[src/hw/rtl/btbp_pkg.sv]
package btbp_pkg;

   // Widths of the channel fields
   localparam int ADDR_FIELD_WIDTH = 64;
   localparam int POS_FIELD_WIDTH  = 4;

   // Fall-through step when no entry matches
   localparam int STEP_BYTES = 4;

   // Sequencer states
   typedef enum logic [1:0] {
      ST_IDLE,
      ST_EMIT,
      ST_WAIT,
      ST_UPDATE
   } state_type;

   // Table-wide update strobes, broadcast to every cell
   typedef struct packed {
      logic flush;
      logic write;
      logic executed;
   } ctl_type;

   // Flags of the lookup token that walks down the row
   typedef struct packed {
      logic valid;
      logic hit;
      logic exec;
      logic scan;
      logic seen;
      logic blocked;
   } tok_type;

endpackage

[src/hw/rtl/btbp_if.sv]
interface btbp_req_if;
   import btbp_pkg::*;

   logic                        valid;
   logic                        ready;
   logic                        flush;
   logic                        write_enable;
   logic                        executed;
   logic [ADDR_FIELD_WIDTH-1:0] write_pc;
   logic [ADDR_FIELD_WIDTH-1:0] write_target;
   logic [ADDR_FIELD_WIDTH-1:0] predict_pc;

   modport source (
      output valid, flush, write_enable, executed, write_pc, write_target, predict_pc,
      input  ready
   );
   modport sink (
      input  valid, flush, write_enable, executed, write_pc, write_target, predict_pc,
      output ready
   );
endinterface

interface btbp_rsp_if;
   import btbp_pkg::*;

   logic                        valid;
   logic                        ready;
   logic [POS_FIELD_WIDTH-1:0]  position;
   logic [ADDR_FIELD_WIDTH-1:0] predicted_address;
   logic                        was_executed;
   logic                        last;

   modport source (
      output valid, position, predicted_address, was_executed, last,
      input  ready
   );
   modport sink (
      input  valid, position, predicted_address, was_executed, last,
      output ready
   );
endinterface

[src/hw/rtl/btbp_cell.sv]
module btbp_cell #(
   parameter int ADDR_WIDTH = 64
) (
   input  logic                  clock,
   input  logic                  reset,
   input  btbp_pkg::ctl_type     ctl,
   input  logic [ADDR_WIDTH-1:0] wr_pc,
   input  btbp_pkg::tok_type     tok_in,
   input  logic [ADDR_WIDTH-1:0] tok_in_addr,
   input  logic [ADDR_WIDTH-1:0] tok_in_tgt,
   output btbp_pkg::tok_type     tok_out,
   output logic [ADDR_WIDTH-1:0] tok_out_addr,
   output logic [ADDR_WIDTH-1:0] tok_out_tgt,
   input  logic [ADDR_WIDTH-1:0] ent_in_pc,
   input  logic [ADDR_WIDTH-1:0] ent_in_tgt,
   input  logic                  ent_in_exe,
   output logic [ADDR_WIDTH-1:0] ent_pc,
   output logic [ADDR_WIDTH-1:0] ent_tgt,
   output logic                  ent_exe
);
   import btbp_pkg::*;

   logic [ADDR_WIDTH-1:0] pc_ff,  pc_in;
   logic [ADDR_WIDTH-1:0] tgt_ff, tgt_in;
   logic                  exe_ff, exe_in;
   logic                  shift_ff, shift_in;
   tok_type               tok_ff, tok_in_nx;
   logic [ADDR_WIDTH-1:0] taddr_ff, taddr_in;
   logic [ADDR_WIDTH-1:0] ttgt_ff, ttgt_in;
   logic                  look_match;
   logic                  write_match;

   assign look_match  = (pc_ff == tok_in_addr);
   assign write_match = (pc_ff == wr_pc);

   // Token stage: first match wins, the write scan notes earlier copies
   always_comb begin
      tok_in_nx = tok_in;
      taddr_in  = tok_in_addr;
      ttgt_in   = tok_in_tgt;
      shift_in  = shift_ff;
      if (tok_in.valid && !tok_in.hit && look_match) begin
         tok_in_nx.hit  = 1'b1;
         tok_in_nx.exec = exe_ff;
         ttgt_in        = tgt_ff;
      end
      if (tok_in.valid && tok_in.scan) begin
         // shift only if no copy of the pc sits above this slot
         shift_in       = !tok_in.seen;
         tok_in_nx.seen = tok_in.seen | write_match;
         if (write_match) begin
            tok_in_nx.blocked = exe_ff & !ctl.executed;
         end
      end
   end

   // Entry: cleared on flush, takes the upper neighbour's entry on a write when its shift flag is set
   always_comb begin
      pc_in  = pc_ff;
      tgt_in = tgt_ff;
      exe_in = exe_ff;
      if (ctl.flush) begin
         pc_in  = '0;
         tgt_in = '0;
         exe_in = 1'b0;
      end else if (ctl.write && shift_ff) begin
         pc_in  = ent_in_pc;
         tgt_in = ent_in_tgt;
         exe_in = ent_in_exe;
      end
   end

   always_ff @(posedge clock) begin
      if (reset) begin
         pc_ff  <= '0;
         tgt_ff <= '0;
         exe_ff <= 1'b0;
         tok_ff <= '0;
      end else begin
         pc_ff  <= pc_in;
         tgt_ff <= tgt_in;
         exe_ff <= exe_in;
         tok_ff <= tok_in_nx;
      end
   end

   always_ff @(posedge clock) begin
      taddr_ff <= taddr_in;
      ttgt_ff  <= ttgt_in;
      shift_ff <= shift_in;
   end

   assign tok_out      = tok_ff;
   assign tok_out_addr = taddr_ff;
   assign tok_out_tgt  = ttgt_ff;
   assign ent_pc       = pc_ff;
   assign ent_tgt      = tgt_ff;
   assign ent_exe      = exe_ff;

endmodule

[src/hw/rtl/btbp_ctrl.sv]
module btbp_ctrl #(
   parameter int ADDR_WIDTH = 64,
   parameter int DEPTH      = 5
) (
   input  logic                  clock,
   input  logic                  reset,
   btbp_req_if.sink              req_if,
   btbp_rsp_if.source            rsp_if,
   output btbp_pkg::ctl_type     ctl,
   output logic [ADDR_WIDTH-1:0] wr_pc,
   output logic [ADDR_WIDTH-1:0] wr_tgt,
   output btbp_pkg::tok_type     tok_head,
   output logic [ADDR_WIDTH-1:0] tok_head_addr,
   output logic [ADDR_WIDTH-1:0] tok_head_tgt,
   input  btbp_pkg::tok_type     tok_tail,
   input  logic [ADDR_WIDTH-1:0] tok_tail_addr,
   input  logic [ADDR_WIDTH-1:0] tok_tail_tgt
);
   import btbp_pkg::*;

   localparam int POS_W = $clog2(DEPTH);

   state_type             state_ff, state_in;
   logic [POS_W-1:0]      pos_ff, pos_in;
   logic [ADDR_WIDTH-1:0] addr_ff, addr_in;
   logic                  hexe_ff, hexe_in;
   logic                  blocked_ff, blocked_in;
   logic                  flush_ff, flush_in;
   logic                  we_ff, we_in;
   logic                  ex_ff, ex_in;
   logic [ADDR_WIDTH-1:0] wpc_ff, wpc_in;
   logic [ADDR_WIDTH-1:0] wtgt_ff, wtgt_in;
   logic                  rsp_valid_ff, rsp_valid_in;
   logic [POS_W-1:0]      rsp_pos_ff, rsp_pos_in;
   logic [ADDR_WIDTH-1:0] rsp_addr_ff, rsp_addr_in;
   logic                  rsp_exe_ff, rsp_exe_in;
   logic                  rsp_last_ff, rsp_last_in;

   logic req_take;
   logic out_free;
   logic is_last;
   logic emit_load;
   logic inject;
   logic do_update;

   assign req_take = req_if.valid && req_if.ready;
   assign out_free = !rsp_valid_ff || rsp_if.ready;
   assign is_last  = (pos_ff == POS_W'(DEPTH - 1));

   // Next state
   always_comb begin
      state_in = state_ff;
      case (state_ff)
         ST_IDLE: begin
            if (req_take) state_in = ST_EMIT;
         end
         ST_EMIT: begin
            if (out_free) state_in = is_last ? ST_UPDATE : ST_WAIT;
         end
         ST_WAIT: begin
            if (tok_tail.valid) state_in = ST_EMIT;
         end
         ST_UPDATE: begin
            state_in = ST_IDLE;
         end
         default: begin
            state_in = ST_IDLE;
         end
      endcase
   end

   // Control outputs
   always_comb begin
      req_if.ready = 1'b0;
      emit_load    = 1'b0;
      inject       = 1'b0;
      do_update    = 1'b0;
      case (state_ff)
         ST_IDLE: begin
            req_if.ready = 1'b1;
         end
         ST_EMIT: begin
            emit_load = out_free;
            inject    = out_free && !is_last;
         end
         ST_WAIT: begin
         end
         ST_UPDATE: begin
            do_update = 1'b1;
         end
         default: begin
         end
      endcase
   end

   // Item registers and chain walk
   always_comb begin
      pos_in     = pos_ff;
      addr_in    = addr_ff;
      hexe_in    = hexe_ff;
      blocked_in = blocked_ff;
      flush_in   = flush_ff;
      we_in      = we_ff;
      ex_in      = ex_ff;
      wpc_in     = wpc_ff;
      wtgt_in    = wtgt_ff;
      if (req_take) begin
         pos_in   = '0;
         addr_in  = req_if.predict_pc[ADDR_WIDTH-1:0];
         hexe_in  = req_if.executed;
         flush_in = req_if.flush;
         we_in    = req_if.write_enable;
         ex_in    = req_if.executed;
         wpc_in   = req_if.write_pc[ADDR_WIDTH-1:0];
         wtgt_in  = req_if.write_target[ADDR_WIDTH-1:0];
      end
      if (inject) begin
         pos_in = pos_ff + POS_W'(1);
      end
      if ((state_ff == ST_WAIT) && tok_tail.valid) begin
         // hit takes the stored target, a miss falls through by one word
         addr_in = tok_tail.hit ? tok_tail_tgt
                                : tok_tail_addr + ADDR_WIDTH'(STEP_BYTES);
         hexe_in = tok_tail.hit & tok_tail.exec;
         if (tok_tail.scan) blocked_in = tok_tail.blocked;
      end
   end

   // Result register
   always_comb begin
      rsp_valid_in = rsp_valid_ff && !rsp_if.ready;
      rsp_pos_in   = rsp_pos_ff;
      rsp_addr_in  = rsp_addr_ff;
      rsp_exe_in   = rsp_exe_ff;
      rsp_last_in  = rsp_last_ff;
      if (emit_load) begin
         rsp_valid_in = 1'b1;
         rsp_pos_in   = pos_ff;
         rsp_addr_in  = addr_ff;
         rsp_exe_in   = hexe_ff;
         rsp_last_in  = is_last;
      end
   end

   always_ff @(posedge clock) begin
      if (reset) begin
         state_ff     <= ST_IDLE;
         rsp_valid_ff <= 1'b0;
      end else begin
         state_ff     <= state_in;
         rsp_valid_ff <= rsp_valid_in;
      end
   end

   always_ff @(posedge clock) begin
      pos_ff      <= pos_in;
      addr_ff     <= addr_in;
      hexe_ff     <= hexe_in;
      blocked_ff  <= blocked_in;
      flush_ff    <= flush_in;
      we_ff       <= we_in;
      ex_ff       <= ex_in;
      wpc_ff      <= wpc_in;
      wtgt_ff     <= wtgt_in;
      rsp_pos_ff  <= rsp_pos_in;
      rsp_addr_ff <= rsp_addr_in;
      rsp_exe_ff  <= rsp_exe_in;
      rsp_last_ff <= rsp_last_in;
   end

   // Token launched into the head of the row; the first pass also scans for the write
   always_comb begin
      tok_head         = '0;
      tok_head.valid   = inject;
      tok_head.scan    = (pos_ff == '0);
   end
   assign tok_head_addr = addr_ff;
   assign tok_head_tgt  = '0;

   assign ctl.flush    = do_update && flush_ff;
   assign ctl.write    = do_update && we_ff && !blocked_ff;
   assign ctl.executed = ex_ff;
   assign wr_pc        = wpc_ff;
   assign wr_tgt       = wtgt_ff;

   assign rsp_if.valid             = rsp_valid_ff;
   assign rsp_if.position          = POS_FIELD_WIDTH'(rsp_pos_ff);
   assign rsp_if.predicted_address = ADDR_FIELD_WIDTH'(rsp_addr_ff);
   assign rsp_if.was_executed      = rsp_exe_ff;
   assign rsp_if.last              = rsp_last_ff;

endmodule

[src/hw/rtl/branch_target_buffer_predictor_unit.sv]
// Channel   Dir  Words per item  Payload
// req_if    in   1               flush, write_enable, executed, write_pc, write_target,
//                                predict_pc
// rsp_if    out  DEPTH           position, predicted_address, was_executed, last
//
// Each chain step but the last sends a lookup token down the row of ENTRIES
// cells, one cell a cycle.
// The table update is applied in the UPDATE state, after the last word is loaded.
// Synchronous reset clears the table and empties the result register.
// A stall on rsp_if holds the sequencer; req_if is ready only between items.
module branch_target_buffer_predictor_unit #(
   parameter int ENTRIES    = 8,
   parameter int DEPTH      = 5,
   parameter int ADDR_WIDTH = 64
) (
   input logic        clock,
   input logic        reset,
   btbp_req_if.sink   req_if,
   btbp_rsp_if.source rsp_if
);
   import btbp_pkg::*;

   ctl_type               ctl;
   logic [ADDR_WIDTH-1:0] wr_pc;
   logic [ADDR_WIDTH-1:0] wr_tgt;

   // Token links: element 0 is the head, element k+1 leaves cell k
   tok_type               tok       [ENTRIES+1];
   logic [ADDR_WIDTH-1:0] tok_addr  [ENTRIES+1];
   logic [ADDR_WIDTH-1:0] tok_tgt   [ENTRIES+1];

   // Entry links for the shift on a write
   logic [ADDR_WIDTH-1:0] ent_pc    [ENTRIES];
   logic [ADDR_WIDTH-1:0] ent_tgt   [ENTRIES];
   logic                  ent_exe   [ENTRIES];

   btbp_ctrl #(
      .ADDR_WIDTH (ADDR_WIDTH),
      .DEPTH      (DEPTH)
   ) u_ctrl (
      .clock         (clock),
      .reset         (reset),
      .req_if        (req_if),
      .rsp_if        (rsp_if),
      .ctl           (ctl),
      .wr_pc         (wr_pc),
      .wr_tgt        (wr_tgt),
      .tok_head      (tok[0]),
      .tok_head_addr (tok_addr[0]),
      .tok_head_tgt  (tok_tgt[0]),
      .tok_tail      (tok[ENTRIES]),
      .tok_tail_addr (tok_addr[ENTRIES]),
      .tok_tail_tgt  (tok_tgt[ENTRIES])
   );

   // Row of cells, slot 0 holds the most recent write
   for (genvar k = 0; k < ENTRIES; k++) begin : g_cell
      logic [ADDR_WIDTH-1:0] up_pc;
      logic [ADDR_WIDTH-1:0] up_tgt;
      logic                  up_exe;

      if (k == 0) begin : g_head
         assign up_pc  = wr_pc;
         assign up_tgt = wr_tgt;
         assign up_exe = ctl.executed;
      end else begin : g_body
         assign up_pc  = ent_pc[k-1];
         assign up_tgt = ent_tgt[k-1];
         assign up_exe = ent_exe[k-1];
      end

      btbp_cell #(
         .ADDR_WIDTH (ADDR_WIDTH)
      ) u_cell (
         .clock        (clock),
         .reset        (reset),
         .ctl          (ctl),
         .wr_pc        (wr_pc),
         .tok_in       (tok[k]),
         .tok_in_addr  (tok_addr[k]),
         .tok_in_tgt   (tok_tgt[k]),
         .tok_out      (tok[k+1]),
         .tok_out_addr (tok_addr[k+1]),
         .tok_out_tgt  (tok_tgt[k+1]),
         .ent_in_pc    (up_pc),
         .ent_in_tgt   (up_tgt),
         .ent_in_exe   (up_exe),
         .ent_pc       (ent_pc[k]),
         .ent_tgt      (ent_tgt[k]),
         .ent_exe      (ent_exe[k])
      );
   end

endmodule
[src/flat_wrapper.sv]
// flat-port wrapper written by rule: the top's interface ports become plain ports
module branch_target_buffer_predictor_unit_flat import btbp_pkg::*;
#(
   parameter int ENTRIES    = 8,
   parameter int DEPTH      = 5,
   parameter int ADDR_WIDTH = 64
)
  (clock, reset, req_if_valid, req_if_flush, req_if_write_enable, req_if_executed, req_if_write_pc, req_if_write_target, req_if_predict_pc, req_if_ready, rsp_if_valid, rsp_if_position, rsp_if_predicted_address, rsp_if_was_executed, rsp_if_last, rsp_if_ready);
  btbp_req_if req_if_i ();
  btbp_rsp_if rsp_if_i ();
  input logic clock;
  input logic reset;
  input wire logic [$bits(req_if_i.valid)-1:0] req_if_valid;
  input wire logic [$bits(req_if_i.flush)-1:0] req_if_flush;
  input wire logic [$bits(req_if_i.write_enable)-1:0] req_if_write_enable;
  input wire logic [$bits(req_if_i.executed)-1:0] req_if_executed;
  input wire logic [$bits(req_if_i.write_pc)-1:0] req_if_write_pc;
  input wire logic [$bits(req_if_i.write_target)-1:0] req_if_write_target;
  input wire logic [$bits(req_if_i.predict_pc)-1:0] req_if_predict_pc;
  output wire logic [$bits(req_if_i.ready)-1:0] req_if_ready;
  output wire logic [$bits(rsp_if_i.valid)-1:0] rsp_if_valid;
  output wire logic [$bits(rsp_if_i.position)-1:0] rsp_if_position;
  output wire logic [$bits(rsp_if_i.predicted_address)-1:0] rsp_if_predicted_address;
  output wire logic [$bits(rsp_if_i.was_executed)-1:0] rsp_if_was_executed;
  output wire logic [$bits(rsp_if_i.last)-1:0] rsp_if_last;
  input wire logic [$bits(rsp_if_i.ready)-1:0] rsp_if_ready;
  assign req_if_i.valid = req_if_valid;
  assign req_if_i.flush = req_if_flush;
  assign req_if_i.write_enable = req_if_write_enable;
  assign req_if_i.executed = req_if_executed;
  assign req_if_i.write_pc = req_if_write_pc;
  assign req_if_i.write_target = req_if_write_target;
  assign req_if_i.predict_pc = req_if_predict_pc;
  assign req_if_ready = req_if_i.ready;
  assign rsp_if_valid = rsp_if_i.valid;
  assign rsp_if_position = rsp_if_i.position;
  assign rsp_if_predicted_address = rsp_if_i.predicted_address;
  assign rsp_if_was_executed = rsp_if_i.was_executed;
  assign rsp_if_last = rsp_if_i.last;
  assign rsp_if_i.ready = rsp_if_ready;
  branch_target_buffer_predictor_unit #(.ENTRIES(ENTRIES), .DEPTH(DEPTH), .ADDR_WIDTH(ADDR_WIDTH)) u_core (.clock(clock), .reset(reset), .req_if(req_if_i), .rsp_if(rsp_if_i));
endmodule
[config.mk]
export PLATFORM = sky130hd
export DESIGN_NAME = branch_target_buffer_predictor_unit_flat
export DESIGN_NICKNAME = d
export VERILOG_FILES = /design/src/hw/rtl/btbp_pkg.sv /design/src/hw/rtl/btbp_if.sv /design/src/hw/rtl/btbp_cell.sv /design/src/hw/rtl/btbp_ctrl.sv /design/src/hw/rtl/branch_target_buffer_predictor_unit.sv /design/src/flat_wrapper.sv
export SDC_FILE = /design/constraint.sdc
export NUM_CORES = 2
export LEC_CHECK = 0
export BUFFER_PORTS_ARGS = -buffer_cell sky130_fd_sc_hd__buf_2
export CAP_MARGIN = 20
export CORE_MARGIN = 2
export CORE_UTILIZATION = 45
export DETAILED_ROUTE_END_ITERATION = 12
export GPL_TIMING_DRIVEN = 1
export HOLD_SLACK_MARGIN = 0.12
export PLACE_DENSITY = 0.57
export SYNTH_ARGS = -nofsm -noshare
export SYNTH_HDL_FRONTEND = slang
export SYNTH_SLANG_ARGS = --single-unit
[constraint.sdc]
create_clock -name clock -period 11.5 [get_ports clock]
set_input_delay 1.15 -clock clock [delete_from_list [all_inputs] [get_ports clock]]
set_output_delay 1.15 -clock clock [all_outputs]
set_load 0.02 [all_outputs]
======== Word-level counts from Yosys, hierarchy flattened ========
Index checks and enable logic that the tools add are counted.
word-level totals
  input port bits ......................... 199
  logic and storage cells ................. 265
  flip-flop bits (word level) ............. 2,382
cells by class
  add/sub/neg operators ................... 2
  bitwise gates (word level) .............. 18
  multiplexer cells ....................... 46
  reductions and logical operators ........ 67
  equal/unequal tests ..................... 23
operators with widths
  cell                     number
  $eq A64 B64 Y1           16
  $mux W64                 10
  $add A64 B3 Y64 const B  1
  $logic_and A1 B1 Y1      37
  $mux W2                  17
  $logic_not A1 Y1         19
  $mux W1                  16
  $and A1 B1 Y1            9
  $pmux W2 S4              1
  $mux W3                  2
  $ne A2 B2 Y1 const B     3
  $or A1 B1 Y1             6
  $reduce_or A2 Y1         3
  $eq A2 B2 Y1 const B     2
  $reduce_bool A2 Y1       2
  $add A3 B1 Y3 const B    1
  $eq A3 B3 Y1 const B     1
  $logic_not A3 Y1         1
  $not A1 Y1               3
  $reduce_and A3 Y1        1
  $reduce_or A3 Y1         1
  $eq A2 B1 Y1 const B     1
  $logic_not A2 Y1         1
  $reduce_and A2 Y1        1
  $logic_or A1 B1 Y1       1

======== Depth between registers and ports, before layout ========
  depth in word-level cells ............... 7
  depth in mapped cells ................... 10
  gate-level depth less buffers ........... 7

======== Cells and area by module ========
A second synthesis with hierarchy kept.
unflattened totals
  cells, all modules ...................... 8,789
  area, all modules ....................... 89,230.6 um^2
by module, submodules not included
  module     seq. area each (um^2)  times used  cells each  area an instance (um^2)
  btbp_cell  5,295.1                8           985         9,656.8
  btbp_ctrl  8,137.8                1           909         11,976.5

======== Worst setup path before layout ========
OpenSTA, ideal clock, no wires.
  path type ............................... input-to-reg
  from .................................... input rsp_if_ready
  to ...................................... register u_core.g_cell[0].u_cell.ttgt_ff[23]
  data arrival time ....................... 6,113 ps
  data required time ...................... 11,441 ps
  stages on the path ...................... 7
  library setup time ...................... 59 ps
  setup slack ............................. 5,327 ps
  cells stage by stage .................... nand2b_1 nor2b_1 nand2_1 nor4_1 clkbuf_1 clkbuf_1 and2_1
on the way
  word-level cells in the longest chain between the ends .. 4
RTL lines
  item                  RTL line            text
  from (decl)           flat_wrapper.sv:26  input wire logic [$bits(rsp_if_i.ready)-1:0] rsp_if_ready;
  $logic_or A1 B1 Y1    btbp_ctrl.sv:47     assign out_free = !rsp_valid_ff || rsp_if.ready;
  $logic_and A1 B1 Y1   btbp_ctrl.sv:84     inject = out_free && !is_last;
  $mux W1               btbp_ctrl.sv:78     case (state_ff)
  $logic_and A1 B1 Y1   btbp_cell.sv:42     if (tok_in.valid && !tok_in.hit && look_match) begin
  to (signal assigned)  btbp_cell.sv:89     ttgt_ff <= ttgt_in;
  to (decl)             btbp_cell.sv:29     logic [ADDR_WIDTH-1:0] ttgt_ff, ttgt_in;
Every way passes these cells.
A chain may end at the register's enable or synchronous reset.

======== Worst setup path after layout ========
  from .................................... register u_core.u_ctrl.state_ff[0]
  to ...................................... register u_core.g_cell[7].u_cell.tgt_ff[10]
on the way
  word-level cells in the longest chain between the ends .. 5
RTL lines
  item                               RTL line          text
  from (decl)                        btbp_ctrl.sv:23   state_type state_ff, state_in;
  from (signal assigned)             btbp_ctrl.sv:150  state_ff <= state_in;
  $eq A2 B2 Y1 (*)                   btbp_ctrl.sv:78
  $mux W1 (*)                        btbp_ctrl.sv:78
  $logic_and A1 B1 Y1 (2 in series)  btbp_ctrl.sv:181  assign ctl.write = do_update && we_ff && !blocked_ff;
  $logic_and A1 B1 Y1                btbp_cell.sv:66   end else if (ctl.write && shift_ff) begin
  to (signal assigned)               btbp_cell.sv:81   tgt_ff <= tgt_in;
  to (decl)                          btbp_cell.sv:24   logic [ADDR_WIDTH-1:0] tgt_ff, tgt_in;
Every way passes the cells marked *; elsewhere a longest branch is shown, timed or not.

==> results.txt <==
commonest non-fill, non-tap cell in the layout = nand2_1
DP Area = 89,700 µm²
Worst Skew = 0.0727 ns
Clock Latency Late Sink = 0.93 ns
Post-CTS Hold Fix Bufs = 0
Final nets = 8,978
Final TNS setup = 0 ns
clk root buf = clkbuf_16
min Tclk post-route = 4.36 ns
Clock transition at path regs = 0.06 ns
delay of the slowest critical-path stage = 0.84 ns
Fmax = 229 MHz
R2R Path Start = u_core.u_ctrl.state_ff[0]$_SDFFE_PP0P_
period utilization = 0.379
synth warn = 0
worst path cell trace = and4b_4 -> buf_4 -> buf_4 -> and2_4 -> buf_4 -> nand2_1 -> a21oi_1
clk sinks = 2,382
cts bufs inserted = 237
Seq/Total Area, Yosys = 0.588
Chip Width = 441 µm
CP Launch Type = register
EDFF count, synth = 276
Final Worst Setup Slack = 7.14 ns
CTS max path bufs = 3
slowest stage cell, crit path = and2_4
Mapped Area = 85,700 µm²
crit end category = register
Final Hold Vio Count = 0
Tot GR Track Use = 0.384
IO Port Bufs = 269
vias in the first global route = 61,400
path type of the worst min-delay path = reg -> reg
pwr dens = 186 nW/µm²
routed vias = 64,900
Starting Density = 0.452
FF-to-FF setup slack = 7.14 ns
core utilization of the finished layout = 0.517
Fill cells = 17,500
routability cong. = 1.01
most used cell, CP = buf_4
Core Area = 190,000 µm²
Via density = 5.63
Die ar. = 194,000 µm²
maxcap violations = 0
first-pass GRT wire length = 510 mm
Remaining DRCs = 0
count of cell types in the netlist = 68
Pleak = 35.9 nW
WHS = 0.354 ns
cell depth of the worst hold path = 0
outcome = complete, no violations
Setup Slack @ Placement = 7.08 ns
Post-DRT Antenna Nets = 0
RSZ-0062 raised after global routing = no
most frequent cells in the layout = 2,136 x nand2_1, 2,105 x dfxtp_1, 1,102 x a21oi_1
Top FF cell, synth = dfxtp_1
row count = 160
Mapped Avg Cell Area = 9.95 µm²
H-tree levels = 4
Yosys reg bits = 2,382
CP max FO = 67
PostCTS Resize Cnt = 0
Post-Route WL = 380 mm
1st-pass router iterations = 8
Post-Syn Nets = 8,819
reg-to-reg endpoint = u_core.g_cell[7].u_cell.ent_tgt[10]$_SDFFE_PP0P_
Post-CTS Setup Bufs = 0
Async SR Flop Fraction = 0
Slew Limit Fails = 0
Power Total = 18.2 mW
max_slew headroom = 0.190
Cells after Synth = 8,617
CP required = 12.31 ns
# setup viols final = 0
hpwl dp = 272 mm
chip height = 441 µm
Avg WL per Cell = 33.0 µm
worst slew pin tran = 1.20 ns
fin area = 98,100 µm²
worst hold path startpoint = u_core.g_cell[3].u_cell.tok_out_addr[2]$_DFF_P_
CP Class = reg -> reg
pin count of the biggest net entering global routing = 204
worst path arrival time = 5.17 ns
DP Cell Count = 11,000
initial antenna violation count = 42
share of layout cells above drive strength 1 = 0.144
Non-Filler Instances = 11,500
maximum VDD drop = 0.000133 V
IO Count = 271
R2R depth = 7
CTS tree = done
global route total overflow = 0
Area Growth Syn to Fin = 14.4%
worst hold path endpoint = u_core.g_cell[4].u_cell.tok_out_addr[2]$_DFF_P_
Iter 0 DRT Violations = 7,000
[synth_stat cells, drive strengths merged, types with 3 or more instances]
cell	number	share of area
and3b	3	0.00031
or2	5	0.00036
xor2	443	0.045
a22o	22	0.0022
a2111o	11	0.0014
buf	42	0.0022
o22ai	64	0.0047
dfxtp	2106	0.49
o31ai	4	0.00035
nand4	143	0.010
o2bb2ai	20	0.0020
xnor2	456	0.047
a21oi	1102	0.064
o21a	3	0.00026
nor2	72	0.0032
a221oi	9	0.00092
nand2	2145	0.094
nor4	152	0.011
ha	3	0.00044
and2	79	0.0058
nand2b	27	0.0020
nand3	39	0.0023
clkbuf	459	0.020
and3	24	0.0018
o221ai	18	0.0018
a22oi	3	0.00026
a222oi	4	0.00047
a221o	6	0.00070
mux2	448	0.059
inv	169	0.0074
a31o	6	0.00061
or3	8	0.00058
nor2b	64	0.0047
nand4b	5	0.00051
mux2i	8	0.00093
or4	14	0.0013
o21ai	65	0.0038
edfxtp	276	0.097
nor3	38	0.0026
and4	13	0.0013
o2111ai	11	0.0011
a2111oi	10	0.0010
[worst max-delay path: cells and delay by family (launching register included)]
kind                   cells  cell delay [ns]
buffers and inverters      3             1.72
flip-flops                 1             0.53
AO/OA/AOI/OAI              1             0.15
AND/OR/NAND/NOR            3             1.59
[report_power, final]
group	switching [mW]	internal, mW
Combinational	0.735	0.271
Sequential	0.378	8.69
Clock	3.43	4.69
[flip-flops by register name (all words and copies together), names as in the netlist]
register / cells
u_core.u_ctrl.wr_pc: 64
u_core.u_ctrl.state_ff: 2
u_core.u_ctrl.rsp_if.was_executed: 1
u_core.u_ctrl.blocked_ff: 1
u_core.u_ctrl.we_ff: 1
u_core.u_ctrl.wr_tgt: 64
u_core.u_ctrl.rsp_pos_ff: 3
u_core.g_cell.u_cell.tok_out_tgt: 512
u_core.u_ctrl.rsp_if.predicted_address: 64
u_core.g_cell.u_cell.ent_pc: 512
u_core.u_ctrl.flush_ff: 1
u_core.g_cell.u_cell.ent_tgt: 512
u_core.u_ctrl.tok_head_addr: 64
u_core.u_ctrl.pos_ff: 3
u_core.u_ctrl.ex_ff: 1
u_core.g_cell.u_cell.ent_exe: 8
u_core.g_cell.u_cell.tok_out: 47
u_core.u_ctrl.hexe_ff: 1
u_core.g_cell.u_cell.shift_ff: 7
u_core.u_ctrl.rsp_if.last: 1
u_core.g_cell.u_cell.tok_out_addr: 512
u_core.u_ctrl.rsp_if.valid: 1
[cells by family after synthesis]
family | count (synthesis) | synth area share
compound gates | 1368 | 0.0872
buf+inv | 671 | 0.0297
simple gates | 2837 | 0.143
other cells | 1 | 0.0000437
mux | 456 | 0.0598
fa+ha+maj | 3 | 0.000438
xor+xnor | 899 | 0.0918
flops | 2382 | 0.588
[worst max-delay path by stage]
stage / startpoint / endpoint / slack, ns / depth (start not counted)
2_1_floorplan: rsp_if_ready / u_core.g_cell[0].u_cell.tok_out_tgt[23]$_SDFF_PN0_ / 5.33 / 7
3_3_place_gp: reset / u_core.g_cell[6].u_cell.ent_pc[60]$_SDFFE_PP0P_ / 7.14 / 6
3_5_place_dp: reset / u_core.g_cell[0].u_cell.ent_pc[36]$_SDFFE_PP0P_ / 7.08 / 6
4_1_cts: u_core.u_ctrl.state_ff[0]$_SDFFE_PP0P_ / u_core.g_cell[7].u_cell.ent_tgt[10]$_SDFFE_PP0P_ / 7.24 / 7
5_1_grt: u_core.u_ctrl.state_ff[0]$_SDFFE_PP0P_ / u_core.g_cell[7].u_cell.ent_tgt[19]$_SDFFE_PP0P_ / 7.01 / 7
6_report: u_core.u_ctrl.state_ff[0]$_SDFFE_PP0P_ / u_core.g_cell[7].u_cell.ent_tgt[10]$_SDFFE_PP0P_ / 7.14 / 7
[metal layers]
| metal | vias to the layer above | routed length (µm) | global-route usage |
|---|---|---|---|
| met1 | 31800 | 145000 | 0.456 |
| li1 | 29100 | - | - |
| met5 | - | 47 | 0 |
| met3 | 1069 | 26700 | 0.0763 |
| met4 | 8 | 35800 | 0.305 |
| met2 | 2880 | 173000 | 0.606 |
[area by class of cell]
| type | instances | area [µm²] | area share |
|---|---|---|---|
| flip-flops and latches | 2382 | 50400 | 0.514 |
| multi-input cells | 5564 | 32900 | 0.335 |
| clock buffers | 351 | 7000 | 0.0713 |
| well taps | 2511 | 3140 | 0.0320 |
| repair buffers | 421 | 2610 | 0.0266 |
| clock inverters | 94 | 1290 | 0.0132 |
| inverters | 170 | 643 | 0.00656 |
| diodes | 27 | 67.6 | 0.000689 |
No activity file was read; power rests on OpenSTA's default activity.
